--- src/rtl/lsa_pkg.sv ---
// Shared types, codes and constants for the least-loaded slot assigner.
// No dependencies; every other file but the two interfaces imports this package.
`timescale 1ns / 1ps

package lsa_pkg;

  localparam int SLOTS_PER_GROUP_DEF = 4;
  localparam int DEVICE_IDS_DEF      = 256;
  localparam int REGULAR_GROUPS      = 8;
  localparam int NUM_GROUPS          = 9;

  typedef logic [3:0] grp_t;
  typedef logic [2:0] status_t;
  typedef logic [2:0] cnt_t;

  localparam grp_t CAB_GROUP = 4'd8;
  localparam grp_t NO_GROUP  = 4'd9;

  localparam status_t ST_OK       = 3'd0;
  localparam status_t ST_INVALID  = 3'd1;
  localparam status_t ST_FULL     = 3'd2;
  localparam status_t ST_CREATE   = 3'd3;
  localparam status_t ST_NOTFOUND = 3'd4;

  localparam logic FN_REG   = 1'b0;
  localparam logic FN_UNREG = 1'b1;

  localparam logic [1:0] TK_ANY     = 2'd0;
  localparam logic [1:0] TK_MASK    = 2'd1;
  localparam logic [1:0] TK_CAB     = 2'd2;
  localparam logic [1:0] TK_INVALID = 2'd3;

  typedef struct packed {
    grp_t    grp;
    status_t status;
  } sel_t;

  typedef struct packed {
    logic en;
    grp_t grp;
  } slot_rd_t;

  typedef struct packed {
    logic       place;
    logic       free;
    logic [7:0] id;
  } slot_op_t;

  typedef struct packed {
    logic has_free;
    logic found;
  } slot_info_t;

  typedef struct packed {
    logic       en;
    logic       set;
    logic [7:0] id;
    grp_t       grp;
  } dev_wr_t;

endpackage

--- src/rtl/lsa_in_if.sv ---
// Request channel: valid/ready handshake plus the request payload.
// No dependencies.
`timescale 1ns / 1ps

interface lsa_in_if;
  logic       valid;
  logic       ready;
  logic       func;
  logic [7:0] device_id;
  logic [1:0] target_kind;
  logic [7:0] player_mask;

  modport source (output valid, func, device_id, target_kind, player_mask, input ready);
  modport sink   (input valid, func, device_id, target_kind, player_mask, output ready);
endinterface

--- src/rtl/lsa_out_if.sv ---
// Result channel: valid/ready handshake plus the result payload.
// No dependencies.
`timescale 1ns / 1ps

interface lsa_out_if;
  logic       valid;
  logic       ready;
  logic [2:0] status;
  logic [3:0] assigned_group;
  logic [8:0] groups_available;

  modport source (output valid, status, assigned_group, groups_available, input ready);
  modport sink   (input valid, status, assigned_group, groups_available, output ready);
endinterface

--- src/rtl/lsa_group_select.sv ---
// Target group selection: least-loaded eligible group, lowest index on ties, or the cabinet group.
// Depends on lsa_pkg.
`timescale 1ns / 1ps

module lsa_group_select #(
  parameter int SLOTS = lsa_pkg::SLOTS_PER_GROUP_DEF
) (
  input  lsa_pkg::cnt_t [lsa_pkg::NUM_GROUPS-1:0] counts,
  input  logic [3:0]                              players_in_use,
  input  logic [1:0]                              target_kind,
  input  logic [7:0]                              player_mask,
  output lsa_pkg::sel_t                           sel
);
  import lsa_pkg::*;

  logic [3:0]                lim;
  logic [REGULAR_GROUPS-1:0] cand;
  logic                      found;
  grp_t                      best;
  cnt_t                      best_cnt;

  always_comb begin
    lim = (players_in_use > 4'(REGULAR_GROUPS)) ? 4'(REGULAR_GROUPS) : players_in_use;
    for (int g = 0; g < REGULAR_GROUPS; g++) begin
      cand[g] = (4'(g) < lim) && ((target_kind == TK_ANY) || player_mask[g]);
    end
    found    = 1'b0;
    best     = '0;
    best_cnt = '0;
    for (int g = 0; g < REGULAR_GROUPS; g++) begin
      if (cand[g] && (!found || (counts[g] < best_cnt))) begin
        found    = 1'b1;
        best     = grp_t'(g);
        best_cnt = counts[g];
      end
    end

    sel.grp    = best;
    sel.status = ST_OK;
    unique case (target_kind) inside
      TK_INVALID: begin
        sel.status = ST_INVALID;
      end
      TK_CAB: begin
        sel.grp = CAB_GROUP;
        if (counts[CAB_GROUP] >= cnt_t'(SLOTS)) sel.status = ST_FULL;
      end
      TK_ANY, TK_MASK: begin
        if ((target_kind == TK_MASK) && (cand == '0)) begin
          sel.status = ST_INVALID;
        end else if (!found || (best_cnt >= cnt_t'(SLOTS))) begin
          sel.status = ST_CREATE;
        end
      end
      default: begin
        sel.status = ST_INVALID;
      end
    endcase
  end

endmodule

--- src/rtl/lsa_slot_store.sv ---
// Slot table (one memory row of device ids per group), slot valid bits,
// per-group counts and the occupied-group mask. Depends on lsa_pkg.
`timescale 1ns / 1ps

module lsa_slot_store #(
  parameter int SLOTS = lsa_pkg::SLOTS_PER_GROUP_DEF
) (
  input  logic                                    clk,
  input  logic                                    rst_n,
  input  lsa_pkg::slot_rd_t                       rd,
  input  lsa_pkg::slot_op_t                       op,
  output lsa_pkg::cnt_t [lsa_pkg::NUM_GROUPS-1:0] counts,
  output logic [lsa_pkg::NUM_GROUPS-1:0]          avail,
  output lsa_pkg::slot_info_t                     info
);
  import lsa_pkg::*;

  localparam int RW  = SLOTS * 8;
  localparam int SIW = (SLOTS > 1) ? $clog2(SLOTS) : 1;

  logic [RW-1:0]                       mem [NUM_GROUPS];
  logic [RW-1:0]                       row_r;
  grp_t                                grp_r;
  logic [NUM_GROUPS-1:0][SLOTS-1:0]    vld_r;
  cnt_t [NUM_GROUPS-1:0]               cnt_r;
  logic [NUM_GROUPS-1:0]               avail_r;

  logic [SLOTS-1:0] cur_vld;
  logic [SIW-1:0]   free_idx;
  logic [SIW-1:0]   hit_idx;
  logic             has_free;
  logic             found;
  logic             do_place;
  logic             do_free;
  logic [RW-1:0]    row_nxt;

  always_comb begin
    cur_vld  = vld_r[grp_r];
    has_free = 1'b0;
    found    = 1'b0;
    free_idx = '0;
    hit_idx  = '0;
    for (int s = 0; s < SLOTS; s++) begin
      if (!has_free && !cur_vld[s]) begin
        has_free = 1'b1;
        free_idx = SIW'(s);
      end
      if (!found && cur_vld[s] && (row_r[s*8 +: 8] == op.id)) begin
        found   = 1'b1;
        hit_idx = SIW'(s);
      end
    end
    do_place = op.place && has_free;
    do_free  = op.free && found;
    row_nxt  = row_r;
    if (do_place) row_nxt[free_idx*8 +: 8] = op.id;
    if (do_free)  row_nxt[hit_idx*8 +: 8]  = 8'd0;
  end

  // id rows: synchronous read, write back of the modified row
  always_ff @(posedge clk) begin
    if (rd.en) row_r <= mem[rd.grp];
    if (do_place || do_free) mem[grp_r] <= row_nxt;
  end

  always_ff @(posedge clk) begin
    if (!rst_n) begin
      grp_r   <= '0;
      vld_r   <= '0;
      cnt_r   <= '0;
      avail_r <= '0;
    end else begin
      if (rd.en) grp_r <= rd.grp;
      if (do_place) begin
        vld_r[grp_r][free_idx] <= 1'b1;
        cnt_r[grp_r]           <= cnt_r[grp_r] + 3'd1;
        avail_r[grp_r]         <= 1'b1;
      end
      if (do_free) begin
        vld_r[grp_r][hit_idx] <= 1'b0;
        cnt_r[grp_r]          <= cnt_r[grp_r] - 3'd1;
        if (cnt_r[grp_r] == 3'd1) avail_r[grp_r] <= 1'b0;
      end
    end
  end

  assign counts        = cnt_r;
  assign avail         = avail_r;
  assign info.has_free = has_free;
  assign info.found    = found;

  a_cnt_matches_vld: assert property (@(posedge clk) disable iff (!rst_n)
    int'(cnt_r[grp_r]) == $countones(vld_r[grp_r]))
    else $error("group count differs from occupied slots");

  a_avail_matches_cnt: assert property (@(posedge clk) disable iff (!rst_n)
    avail_r[grp_r] == (cnt_r[grp_r] != 3'd0))
    else $error("available mask out of step with count");

  a_single_op: assert property (@(posedge clk) disable iff (!rst_n)
    !(op.place && op.free))
    else $error("place and free in the same cycle");

endmodule

--- src/rtl/lsa_dev_table.sv ---
// Device-to-group record memory with per-entry valid bits; an entry that
// is not valid reads as not registered. Depends on lsa_pkg.
`timescale 1ns / 1ps

module lsa_dev_table #(
  parameter int IDS = lsa_pkg::DEVICE_IDS_DEF
) (
  input  logic             clk,
  input  logic             rst_n,
  input  logic             rd_en,
  input  logic [7:0]       rd_id,
  output lsa_pkg::grp_t    rd_grp,
  input  lsa_pkg::dev_wr_t wr
);
  import lsa_pkg::*;

  localparam int IDW = $clog2(IDS);

  grp_t           mem [IDS];
  logic [IDS-1:0] vld_r;
  grp_t           data_r;
  logic           dvld_r;

  always_ff @(posedge clk) begin
    if (rd_en) data_r <= mem[rd_id[IDW-1:0]];
    if (wr.en && wr.set) mem[wr.id[IDW-1:0]] <= wr.grp;
  end

  always_ff @(posedge clk) begin
    if (!rst_n) begin
      vld_r  <= '0;
      dvld_r <= 1'b0;
    end else begin
      if (rd_en) dvld_r <= vld_r[rd_id[IDW-1:0]];
      if (wr.en) vld_r[wr.id[IDW-1:0]] <= wr.set;
    end
  end

  assign rd_grp = dvld_r ? data_r : NO_GROUP;

endmodule

--- src/rtl/least_loaded_slot_assigner.sv ---
// Least-loaded slot assigner, top level: sequencer, config register, output register.
// Steps per transaction: record read, row read, update, output load; the output load
// waits while the last result is unaccepted. New input is taken only in idle, as set
// by the two dependent synchronous reads (device record, slot row) and write back.
// Reset (synchronous, rst_n low): all stores empty at once via valid bits, no clear
// sweep; players_in_use returns to 8. Depends on lsa_pkg, interfaces, submodules.
`timescale 1ns / 1ps

module least_loaded_slot_assigner #(
  parameter int SLOTS_PER_GROUP = lsa_pkg::SLOTS_PER_GROUP_DEF,
  parameter int DEVICE_IDS      = lsa_pkg::DEVICE_IDS_DEF
) (
  input  logic            clk,
  input  logic            rst_n,
  input  logic            cfg_we,
  input  logic [3:0]      cfg_wdata,
  lsa_in_if.sink          in_ch,
  lsa_out_if.source       out_ch
);
  import lsa_pkg::*;

  localparam logic [2:0] S_IDLE = 3'd0;
  localparam logic [2:0] S_RD1  = 3'd1;
  localparam logic [2:0] S_RD2  = 3'd2;
  localparam logic [2:0] S_EXE  = 3'd3;
  localparam logic [2:0] S_OUT  = 3'd4;

  logic [2:0] state_r, state_nxt;
  logic [3:0] piu_r;

  // latched transaction
  logic       func_r;
  logic [7:0] id_r;
  logic [1:0] kind_r;
  logic [7:0] mask_r;
  logic       id_ok_r;
  sel_t       sel_r;
  grp_t       tgt_r;
  status_t    status_r;
  grp_t       grp_res_r;

  logic       out_valid_r, out_valid_nxt;
  status_t    out_status_r;
  grp_t       out_grp_r;
  logic [NUM_GROUPS-1:0] out_avail_r;

  sel_t                    sel;
  cnt_t [NUM_GROUPS-1:0]   counts;
  logic [NUM_GROUPS-1:0]   avail;
  slot_info_t              info;
  slot_rd_t                slot_rd;
  slot_op_t                slot_op;
  dev_wr_t                 dev_wr;
  grp_t                    dev_grp;
  grp_t                    tgt_nxt;
  cnt_t                    rec_cnt;
  status_t                 res_status;
  grp_t                    res_grp;
  logic                    in_fire;
  logic                    out_load;

  lsa_group_select #(.SLOTS(SLOTS_PER_GROUP)) u_select (
    .counts         (counts),
    .players_in_use (piu_r),
    .target_kind    (kind_r),
    .player_mask    (mask_r),
    .sel            (sel)
  );

  lsa_slot_store #(.SLOTS(SLOTS_PER_GROUP)) u_slots (
    .clk    (clk),
    .rst_n  (rst_n),
    .rd     (slot_rd),
    .op     (slot_op),
    .counts (counts),
    .avail  (avail),
    .info   (info)
  );

  lsa_dev_table #(.IDS(DEVICE_IDS)) u_dev (
    .clk    (clk),
    .rst_n  (rst_n),
    .rd_en  ((state_r == S_RD1) && id_ok_r),
    .rd_id  (id_r),
    .rd_grp (dev_grp),
    .wr     (dev_wr)
  );

  assign in_ch.ready = (state_r == S_IDLE);
  assign in_fire     = in_ch.valid && in_ch.ready;
  assign out_load    = (state_r == S_OUT) && (!out_valid_r || out_ch.ready);

  assign tgt_nxt      = (func_r == FN_UNREG) ? dev_grp : sel_r.grp;
  assign slot_rd.en   = (state_r == S_RD2) && id_ok_r && (tgt_nxt < CAB_GROUP + 4'd1);
  assign slot_rd.grp  = tgt_nxt;
  assign rec_cnt      = (tgt_r < NO_GROUP) ? counts[tgt_r] : '0;

  always_comb begin
    slot_op    = '0;
    dev_wr     = '0;
    res_status = ST_OK;
    res_grp    = '0;
    // the slot search compares against this id, so it is always presented
    slot_op.id = id_r;
    if (state_r == S_EXE) begin
      if (!id_ok_r) begin
        res_status = ST_INVALID;
      end else if (func_r == FN_REG) begin
        if (sel_r.status != ST_OK) begin
          res_status = sel_r.status;
        end else if (!info.has_free) begin
          res_status = (sel_r.grp == CAB_GROUP) ? ST_FULL : ST_CREATE;
        end else begin
          slot_op.place = 1'b1;
          dev_wr.en     = 1'b1;
          dev_wr.set    = 1'b1;
          dev_wr.id     = id_r;
          dev_wr.grp    = sel_r.grp;
          res_grp       = sel_r.grp;
        end
      end else begin
        if (tgt_r >= NO_GROUP) begin
          res_status = ST_INVALID;
        end else begin
          // record is cleared whatever the slot search finds
          dev_wr.en  = 1'b1;
          dev_wr.set = 1'b0;
          dev_wr.id  = id_r;
          if (rec_cnt == 3'd0) begin
            res_status = ST_INVALID;
          end else if (info.found) begin
            slot_op.free = 1'b1;
          end else begin
            res_status = ST_NOTFOUND;
          end
        end
      end
    end
  end

  always_comb begin
    state_nxt = state_r;
    unique case (state_r)
      S_IDLE:  if (in_fire) state_nxt = S_RD1;
      S_RD1:   state_nxt = S_RD2;
      S_RD2:   state_nxt = S_EXE;
      S_EXE:   state_nxt = S_OUT;
      S_OUT:   if (out_load) state_nxt = S_IDLE;
      default: state_nxt = S_IDLE;
    endcase
  end

  always_comb begin
    out_valid_nxt = out_valid_r;
    if (out_ch.valid && out_ch.ready) out_valid_nxt = 1'b0;
    if (out_load) out_valid_nxt = 1'b1;
  end

  always_ff @(posedge clk) begin
    if (!rst_n) begin
      state_r     <= S_IDLE;
      out_valid_r <= 1'b0;
      piu_r       <= 4'd8;
    end else begin
      state_r     <= state_nxt;
      out_valid_r <= out_valid_nxt;
      if (cfg_we) piu_r <= cfg_wdata;
    end
  end

  always_ff @(posedge clk) begin
    if (in_fire) begin
      func_r  <= in_ch.func;
      id_r    <= in_ch.device_id;
      kind_r  <= in_ch.target_kind;
      mask_r  <= in_ch.player_mask;
      id_ok_r <= ({1'b0, in_ch.device_id} < 9'(DEVICE_IDS));
    end
    if (state_r == S_RD1) sel_r <= sel;
    if (state_r == S_RD2) tgt_r <= tgt_nxt;
    if (state_r == S_EXE) begin
      status_r  <= res_status;
      grp_res_r <= res_grp;
    end
    if (out_load) begin
      out_status_r <= status_r;
      out_grp_r    <= grp_res_r;
      out_avail_r  <= avail;
    end
  end

  assign out_ch.valid            = out_valid_r;
  assign out_ch.status           = out_status_r;
  assign out_ch.assigned_group   = out_grp_r;
  assign out_ch.groups_available = out_avail_r;

  a_place_legal: assert property (@(posedge clk) disable iff (!rst_n)
    slot_op.place |-> (func_r == FN_REG) && id_ok_r && (state_r == S_EXE))
    else $error("slot placed outside a valid register transaction");

  a_fail_no_group: assert property (@(posedge clk) disable iff (!rst_n)
    (out_valid_r && (out_status_r != ST_OK)) |-> (out_grp_r == '0))
    else $error("failed transaction reports a group");

  a_result_from_out: assert property (@(posedge clk) disable iff (!rst_n)
    $rose(out_valid_r) |-> ($past(state_r) == S_OUT))
    else $error("result presented outside the output step");

  a_dev_wr_in_exe: assert property (@(posedge clk) disable iff (!rst_n)
    dev_wr.en |-> (state_r == S_EXE) && id_ok_r)
    else $error("device record written outside the update step");

endmodule

--- src/flat_wrapper.sv ---
// flat-port wrapper written by rule: the top's interface ports become plain ports
module least_loaded_slot_assigner_flat import lsa_pkg::*;
#(
  parameter int SLOTS_PER_GROUP = lsa_pkg::SLOTS_PER_GROUP_DEF,
  parameter int DEVICE_IDS      = lsa_pkg::DEVICE_IDS_DEF
)
  (clk, rst_n, cfg_we, cfg_wdata, in_ch_valid, in_ch_func, in_ch_device_id, in_ch_target_kind, in_ch_player_mask, in_ch_ready, out_ch_valid, out_ch_status, out_ch_assigned_group, out_ch_groups_available, out_ch_ready);
  lsa_in_if in_ch_i ();
  lsa_out_if out_ch_i ();
  input  logic clk;
  input  logic rst_n;
  input  logic cfg_we;
  input  logic [3:0] cfg_wdata;
  input wire logic [$bits(in_ch_i.valid)-1:0] in_ch_valid;
  input wire logic [$bits(in_ch_i.func)-1:0] in_ch_func;
  input wire logic [$bits(in_ch_i.device_id)-1:0] in_ch_device_id;
  input wire logic [$bits(in_ch_i.target_kind)-1:0] in_ch_target_kind;
  input wire logic [$bits(in_ch_i.player_mask)-1:0] in_ch_player_mask;
  output wire logic [$bits(in_ch_i.ready)-1:0] in_ch_ready;
  output wire logic [$bits(out_ch_i.valid)-1:0] out_ch_valid;
  output wire logic [$bits(out_ch_i.status)-1:0] out_ch_status;
  output wire logic [$bits(out_ch_i.assigned_group)-1:0] out_ch_assigned_group;
  output wire logic [$bits(out_ch_i.groups_available)-1:0] out_ch_groups_available;
  input wire logic [$bits(out_ch_i.ready)-1:0] out_ch_ready;
  assign in_ch_i.valid = in_ch_valid;
  assign in_ch_i.func = in_ch_func;
  assign in_ch_i.device_id = in_ch_device_id;
  assign in_ch_i.target_kind = in_ch_target_kind;
  assign in_ch_i.player_mask = in_ch_player_mask;
  assign in_ch_ready = in_ch_i.ready;
  assign out_ch_valid = out_ch_i.valid;
  assign out_ch_status = out_ch_i.status;
  assign out_ch_assigned_group = out_ch_i.assigned_group;
  assign out_ch_groups_available = out_ch_i.groups_available;
  assign out_ch_i.ready = out_ch_ready;
  least_loaded_slot_assigner #(.SLOTS_PER_GROUP(SLOTS_PER_GROUP), .DEVICE_IDS(DEVICE_IDS)) u_core (.clk(clk), .rst_n(rst_n), .cfg_we(cfg_we), .cfg_wdata(cfg_wdata), .in_ch(in_ch_i), .out_ch(out_ch_i));
endmodule
--- config.mk ---
export PLATFORM = sky130hd
export DESIGN_NAME = least_loaded_slot_assigner_flat
export DESIGN_NICKNAME = d
export VERILOG_FILES = /design/src/rtl/lsa_pkg.sv /design/src/rtl/lsa_in_if.sv /design/src/rtl/lsa_out_if.sv /design/src/rtl/lsa_group_select.sv /design/src/rtl/lsa_slot_store.sv /design/src/rtl/lsa_dev_table.sv /design/src/rtl/least_loaded_slot_assigner.sv /design/src/flat_wrapper.sv
export SDC_FILE = /design/constraint.sdc
export NUM_CORES = 2
export LEC_CHECK = 0
export ABC_AREA = 0
export BUFFER_PORTS_ARGS = -buffer_cell sky130_fd_sc_hd__buf_2
export CELL_PAD_IN_SITES_DETAIL_PLACEMENT = 1
export CELL_PAD_IN_SITES_GLOBAL_PLACEMENT = 1
export CORE_MARGIN = 2
export CORE_UTILIZATION = 33
export DETAILED_ROUTE_END_ITERATION = 8
export HOLD_SLACK_MARGIN = 0.08
export PLACE_DENSITY = 0.57
export SLEW_MARGIN = 15
export SYNTH_ARGS = -nofsm -noshare
export SYNTH_HDL_FRONTEND = slang
export SYNTH_SLANG_ARGS = --single-unit
--- constraint.sdc ---
create_clock -name clk -period 12.7 [get_ports clk]
set_input_delay 1.27 -clock clk [delete_from_list [all_inputs] [get_ports clk]]
set_output_delay 1.27 -clock clk [all_outputs]
set_load 0.005 [all_outputs]
* Yosys cells after proc, flatten, opt, wreduce, memory -nomap -nowiden
Memories as Yosys holds them, arrays and structs flattened. A register that Yosys moved wholly into a read port is not among the register bits.
Index checks and enable logic that the tools add are counted.
** Operators by class
- Magnitude comparators :: 31
- Bitwise gates (word level) :: 7
- Shift-type cells :: 4
- Reduce and logical (&&, ||, !) cells :: 81
- Equal/unequal tests :: 14
- Add/sub/neg operators :: 4
- Mux-type cells :: 114
** Operators with widths (count)
- $bwmux W256 :: 1
- $mux W36 :: 3
- $mux W27 :: 3
- $neg A5 Y34 :: 2
- $shift A8 B34 Y32 const A :: 2
- $bwmux W32 :: 2
- $mux W32 :: 2
- $mux W3 :: 21
- $bwmux W27 :: 2
- $mux W14 :: 3
- $mux W4 :: 10
- $mux W1 :: 38
- $logic_and A1 B1 Y1 :: 37
- $and A36 B36 Y36 :: 1
- $mux W9 :: 4
- $not A36 Y36 :: 1
- $or A36 B36 Y36 :: 1
- $shiftx A8 B34 Y32 :: 1
- $shiftx A8 B34 Y32 const A :: 1
- $demux W4 S4 :: 2
- $eq A8 B8 Y1 :: 4
- $bmux W3 S4 :: 2
- $lt A3 B3 Y1 :: 7
- $mux W10 :: 2
- 46 further kinds :: 103
** Storage, ports and cells
- Word-level logic and storage cells :: 294
- Memories :: 2
- Register bits after elaboration :: 394
- Bits in writable memories :: 1312
** Memories
- u_core.u_dev.mem :: words 256, bits a word 4, read ports 1, clocked after memory_dff 1, write ports 1, RTL line lsa_dev_table.sv:19 : grp_t mem [IDS];
- u_core.u_slots.mem :: words 9, bits a word 32, read ports 1, clocked after memory_dff 1, write ports 1, RTL line lsa_slot_store.sv:21 : logic [RW-1:0] mem [NUM_GROUPS];

* Depth between registers and ports, before layout
- Word-level depth :: 38
- Gate-level depth with buffers :: 52

* Hierarchy
From an unflattened synthesis, not the netlist that was laid out.
** Unflattened totals
- Cells, all modules :: 4725
- Area total of the unflattened synthesis :: 72834.9 µm²
** Modules (own cells, without submodules)
- lsa_dev_table :: cells each 3339, seq. area each 36014.5 µm², area an instance 52794.4 µm², instances 1
- lsa_slot_store :: cells each 1071, seq. area each 11130.7 µm², area an instance 16499.6 µm², instances 1
- least_loaded_slot_assigner :: cells each 153, seq. area each 1751.7 µm², area an instance 2389.8 µm², instances 1
- lsa_group_select :: cells each 162, seq. area each 0.0 µm², area an instance 1151.1 µm², instances 1

* Worst setup path after synthesis
OpenSTA, ideal clock, no wires.
- Path kind :: reg2reg
- Start :: reg u_core.piu_r[3]
- End :: reg u_core.sel_r[1] in the netlist's numbering (data pin)
- Setup slack :: 2.786 ns
- Stages on the path, launching flop included :: 51
- Required time :: 12.443 ns
- Library setup time :: 0.257 ns
- Arrival :: 9.657 ns
- Clock period less this slack :: 9.914 ns
- Path through :: dfxtp_1 -> buf_6 -> or4_4 -> and2_1 -> nand2_1 -> ha_1 -> a21oi_1 -> o21ai_0 -> a21oi_1 -> a22oi_1 -> ha_1 -> a21oi_1 -> nand2b_1 -> a21oi_1 -> o31a_1 -> mux2i_1 -> inv_1 -> ha_1 -> [... 15 more ...] -> nor2_1 -> o21ba_2 -> a41o_1 -> o21a_1 -> ha_1 -> a2111oi_0 -> nand2_1 -> a21oi_1 -> a21oi_2 -> or2_2 -> nand2_1 -> ha_1 -> a2111oi_0 -> nand2_1 -> a21o_1 -> o21a_1 -> or2_0 -> a32o_1
** On the way
- Cells in the longest elaborated chain, start to end :: 38
- Elaborated cells on any way between the ends :: 70
- Those cells by class :: order compare: 17; mux: 20; reduce/logical: 33
** RTL lines
- start: declaration :: RTL line least_loaded_slot_assigner.sv:29 : logic [3:0] piu_r;
- start signal: assignment :: RTL line least_loaded_slot_assigner.sv:167 : if (cfg_we) piu_r <= cfg_wdata;
- $gt A4 B4 Y1 :: RTL line lsa_group_select.sv:23 : lim = (players_in_use > 4'(REGULAR_GROUPS)) ? 4'(REGULAR_GROUPS) : players_in_use;
- $mux W4 (*) :: RTL line lsa_group_select.sv:23
- $lt A1 B4 Y1 :: RTL line lsa_group_select.sv:25 : cand[g] = (4'(g) < lim) && ((target_kind == TK_ANY) || player_mask[g]);
- $logic_and A1 B1 Y1 :: RTL line lsa_group_select.sv:25
- $mux W3 or $mux W1 (tied branches) :: RTL line lsa_group_select.sv:31 : if (cand[g] && (!found || (counts[g] < best_cnt))) begin
- $lt A3 B3 Y1 or $logic_not A1 Y1 (tied branches) :: RTL line lsa_group_select.sv:31
- $logic_or A1 B1 Y1 :: RTL line lsa_group_select.sv:31
- $logic_and A1 B1 Y1 :: RTL line lsa_group_select.sv:31
- [... 22 more ...]
- $logic_or A1 B1 Y1 :: RTL line lsa_group_select.sv:31
- $logic_and A1 B1 Y1 :: RTL line lsa_group_select.sv:31
- $mux W3 or $mux W1 (tied branches) :: RTL line lsa_group_select.sv:31
- $ge A3 B3 Y1 or $logic_not A1 Y1 (tied branches) :: RTL line lsa_group_select.sv:51 : end else if (!found || (best_cnt >= cnt_t'(SLOTS))) begin
- $logic_or A1 B1 Y1 :: RTL line lsa_group_select.sv:51
- $mux W2 :: RTL line lsa_group_select.sv:51
- $mux W2 (*) :: RTL line lsa_group_select.sv:49 : if ((target_kind == TK_MASK) && (cand == '0)) begin
- $pmux W2 S2 (*) :: RTL line lsa_group_select.sv:40 : unique case (target_kind) inside
- end signal: assignment :: RTL line least_loaded_slot_assigner.sv:179 : if (state_r == S_RD1) sel_r <= sel;
- end: declaration :: RTL line least_loaded_slot_assigner.sv:37 : sel_t sel_r;
Every way passes the cells marked *; elsewhere a longest branch is shown, timed or not.
A chain may end at the register's enable or synchronous reset.

* Final worst setup path
Same ends and word-level chain as after synthesis.

==> results by group <==
Floorplanning
  – Die extent in x: about 470 um
  – I/O pin total: 46
  – # rows: 171
  – Die Y: 470 um
  – Standard cell core area: 0.217 mm^2
  – Effective utilization at floorplan: 0.331
  – Die area: 0.221 mm^2

Route
  – Wire per inst: 26.3 um
  – WL final: between 150000 and 200000 um
  – DRC violation count after routing: 0
  – Overall via count from detail_route: 40641
  – Routed vias/inst: about 5.4
  – Number of iterations in the first detailed-routing pass: 5
  – Initial drt markers: 3038
  – Number of antenna-violating nets in the routed design: 0

Worst setup path
  – Biggest cell delay along the critical path: 0.59 ns
  – Worst Path Max Fanout: 10
  – Register-to-register path setup slack: 1.29 ns
  – Cell with the largest stage delay on the worst path: or4_4
  – Depth of the critical timing path with buffers and inverters included: 50
  – R2r endpoint: u_core.sel_r[1]
  – CP Launch Type: register
  – WP buf/inv: 3
  – Crit path from: u_core.piu_r[3]
  – Delay-heaviest family, CP: compound AO/OA/AOI/OAI gates
  – Critical path type: register to register
  – Reg-to-reg critical path startpoint: u_core.piu_r[3]
  – Data required time of the worst path: 13.28 ns
  – Crit path DAT: about 12 ns
  – Worst setup endpoint: u_core.sel_r[1]
  – Critical path endpoint category: register
  – Cells on worst reg2reg path: 50

STA
  – Number of endpoints failing setup at the final stage: 0
  – Setup_tns: 0 ns
  – Setup repair after global routing missed its margin: no
  – Tcrit/Tclk final: 0.899
  – Relative max-transition margin: 0.215
  – Transition time of the tightest slew-check pin: 1.18 ns
  – Clk_skew: 0.0209 ns
  – Time the worst path needs with I/O delays and setup: 11.41 ns
  – Total count of hold-check failures in the final report: 0
  – Pins Over Slew Limit: 0
  – Achievable Freq: 0.0876 GHz

Pwr
  – Leakage Power: 25.6 nW
  – Max rail drop VDD: 0.000150 V
  – Areal power density over the cells: 148 mW/mm^2
  – Post-layout power: ~12 mW

Finish
  – Final net count: 4601
  – Share of layout cells above drive strength 1: 0.192
  – Core occupancy in the finished layout: 0.373
  – Synth-to-layout area growth: 12.8%
  – Filler instances: 21725

Global routing
  – Global route total overflow: 0
  – Initial antenna violation count: 4
  – First-pass GRT wire length: 297000 um
  – Met3 capacity usage during global routing: 0.0264
  – Pin count of the biggest net entering global routing: 225
  – Routing usage on met2: 0.284
  – Busiest grt layer: met2
  – Global routing met1 resource utilization: 0.258
  – GRT Overall Usage: 0.179
  – Via count of the first global-routing pass: 42557

Logic synthesis
  – Avg Inst Size Synth: 15.6 um^2
  – Synthesized area: 0.0717 mm^2
  – Syn Nets: ~4600
  – Yosys warns: 0
  – Post-synthesis sequential area ratio: 0.681
  – Synth Flop Type: edfxtp_1
  – Area fraction of the dominant cell type after synthesis: 0.586
  – Top cells by area in the synthesized netlist: edfxtp_1, mux4_2, dfxtp_1
  – Number of different library cells in the post-synthesis netlist: 65
  – FFs w/ async S/R, synth: 0
  – FF+latch count, synth: 1741
  – Number of enable flip-flop cells after synthesis: 1400
  – Cell taking the most area after synthesis: edfxtp_1
  – Instance count of the mapped netlist: 4589

Clock tree
  – Clock buffer depth: 3
  – Clock slew at the register clock pins of the worst setup and hold paths: 0.06 ns
  – Setup Buffers After CTS: 0
  – TritonCTS sink count: approximately 1700
  – Clock root buffer master: clkbuf_16
  – Worst-skew pair later-pin latency: 0.84 ns
  – Number of buffers created by CTS: 181
  – H-tree depth reported by CTS: 4
  – Hold_buf cts: 0
  – Total of cells resized after clock tree synthesis: 0
  – TritonCTS clock tree: built

Placement
  – HPWL Detailed: 118000 um
  – Placer's final routability congestion estimate: 0.783
  – Number of input and output port buffers inserted: 45

Flow run
  – Count of maximum capacitance violations: 0

Worst hold path
  – Hold Path Cell Cnt: 0
  – Path type of the worst min-delay path: register to register

Outcome
  – Status: complete, no violations
## flip-flops by register name, summed over array words and instances (netlist names), 6 cells and up
register and cells:
u_core.u_slots.vld_r 36, u_core.out_ch.groups_available 9, u_core.u_slots.mem 288, u_core.u_dev.mem 1024, u_core.u_dev.vld_r 256, u_core.sel_r 6
u_core.id_r 8, u_core.u_slots.row_r 32, u_core.u_slots.counts 27, u_core.u_slots.avail 9, u_core.mask_r 8
## area by class of cell
type / instances / area [um^2] / area share
clock buffers: 257 / 5020 / 0.0621
flip-flops and latches: 1741 / 48900 / 0.604
clock inverters: 83 / 737 / 0.00911
multi-input cells: 2481 / 21700 / 0.268
repair buffers: 129 / 941 / 0.0116
inverters: 22 / 85.1 / 0.00105
well taps: 2854 / 3570 / 0.0441
diodes: 6 / 15.0 / 0.000186
## cell usage after synthesis (42+ instances only)
| cell type | count |
|---|---|
| a21oi_1 | 92 |
| and2_1 | 105 |
| buf_1 | 48 |
| buf_2 | 51 |
| clkbuf_1 | 245 |
| dfxtp_1 | 341 |
| edfxtp_1 | 1400 |
| mux2i_1 | 42 |
| mux4_2 | 440 |
| nand2_1 | 348 |
| nand3_1 | 99 |
| nor2_1 | 401 |
| o21a_1 | 342 |
| o21ai_0 | 242 |
## per-layer routing
layer  vias up  part of all wire
met5         -                 0
met4         0             0.019
met3       232             0.039
met2       831              0.47
met1     21838              0.47
li1      17740                 -
## worst min path at each step
stage / endpoint / from / slack (ns)
final: u_core.out_ch.assigned_group[1] / u_core.grp_res_r[1] / 0.42
after global routing: u_core.out_ch.assigned_group[3] / u_core.grp_res_r[3] / 0.44
after CTS: u_core.out_ch.assigned_group[3] / u_core.grp_res_r[3] / 0.42
after detailed placement: u_core.out_ch.assigned_group[3] / u_core.grp_res_r[3] / 0.41
after global placement: u_core.out_ch.assigned_group[2] / u_core.grp_res_r[2] / 0.41
after floorplan: u_core.out_ch.assigned_group[0] / u_core.grp_res_r[0] / 0.40
## cells by family after synthesis
logic type | synth area share
compound gates | 0.0798
simple gates | 0.0675
xor+xnor | 0.00415
fa+ha+maj | 0.00296
flops | 0.681
mux | 0.144
buf+inv | 0.0202
## per-stage QoR
| stage | setup WS (ns) | cells | hold slack [ns] | instance area (um^2) |
|---|---|---|---|---|
| after floorplan | 2.79 | 4589 | 0.400 | 71700 |
| after global placement | 1.57 | 7227 | 0.407 | 75100 |
| after detailed placement | 1.33 | 7227 | 0.406 | 75100 |
| after CTS | 1.26 | 7567 | 0.421 | 80900 |
| after global routing | 0.400 | 7572 | 0.435 | 80900 |
| final | 1.29 | 7573 | 0.418 | 80900 |
## layout by cell type (no fill, tap or decap), types with 61 or more instances in the layout
master and count:
and2_1 105, clkbuf_1 61, buf_4 78, nand2_1 337
mux4_2 440, a21oi_1 91, o21a_1 341, nand3_1 95
edfxtp_1 1400, o21ai_0 242, nor2_1 389, dfxtp_1 341
clkbuf_16 186
## power breakdown
group / total (mW) / switching (mW) / internal [mW]
clock network: 5.22 / 2.25 / 2.98
registers: 6.15 / 0.0289 / 6.12
logic: 0.621 / 0.410 / 0.211
Power figures use the tool's default switching activity.
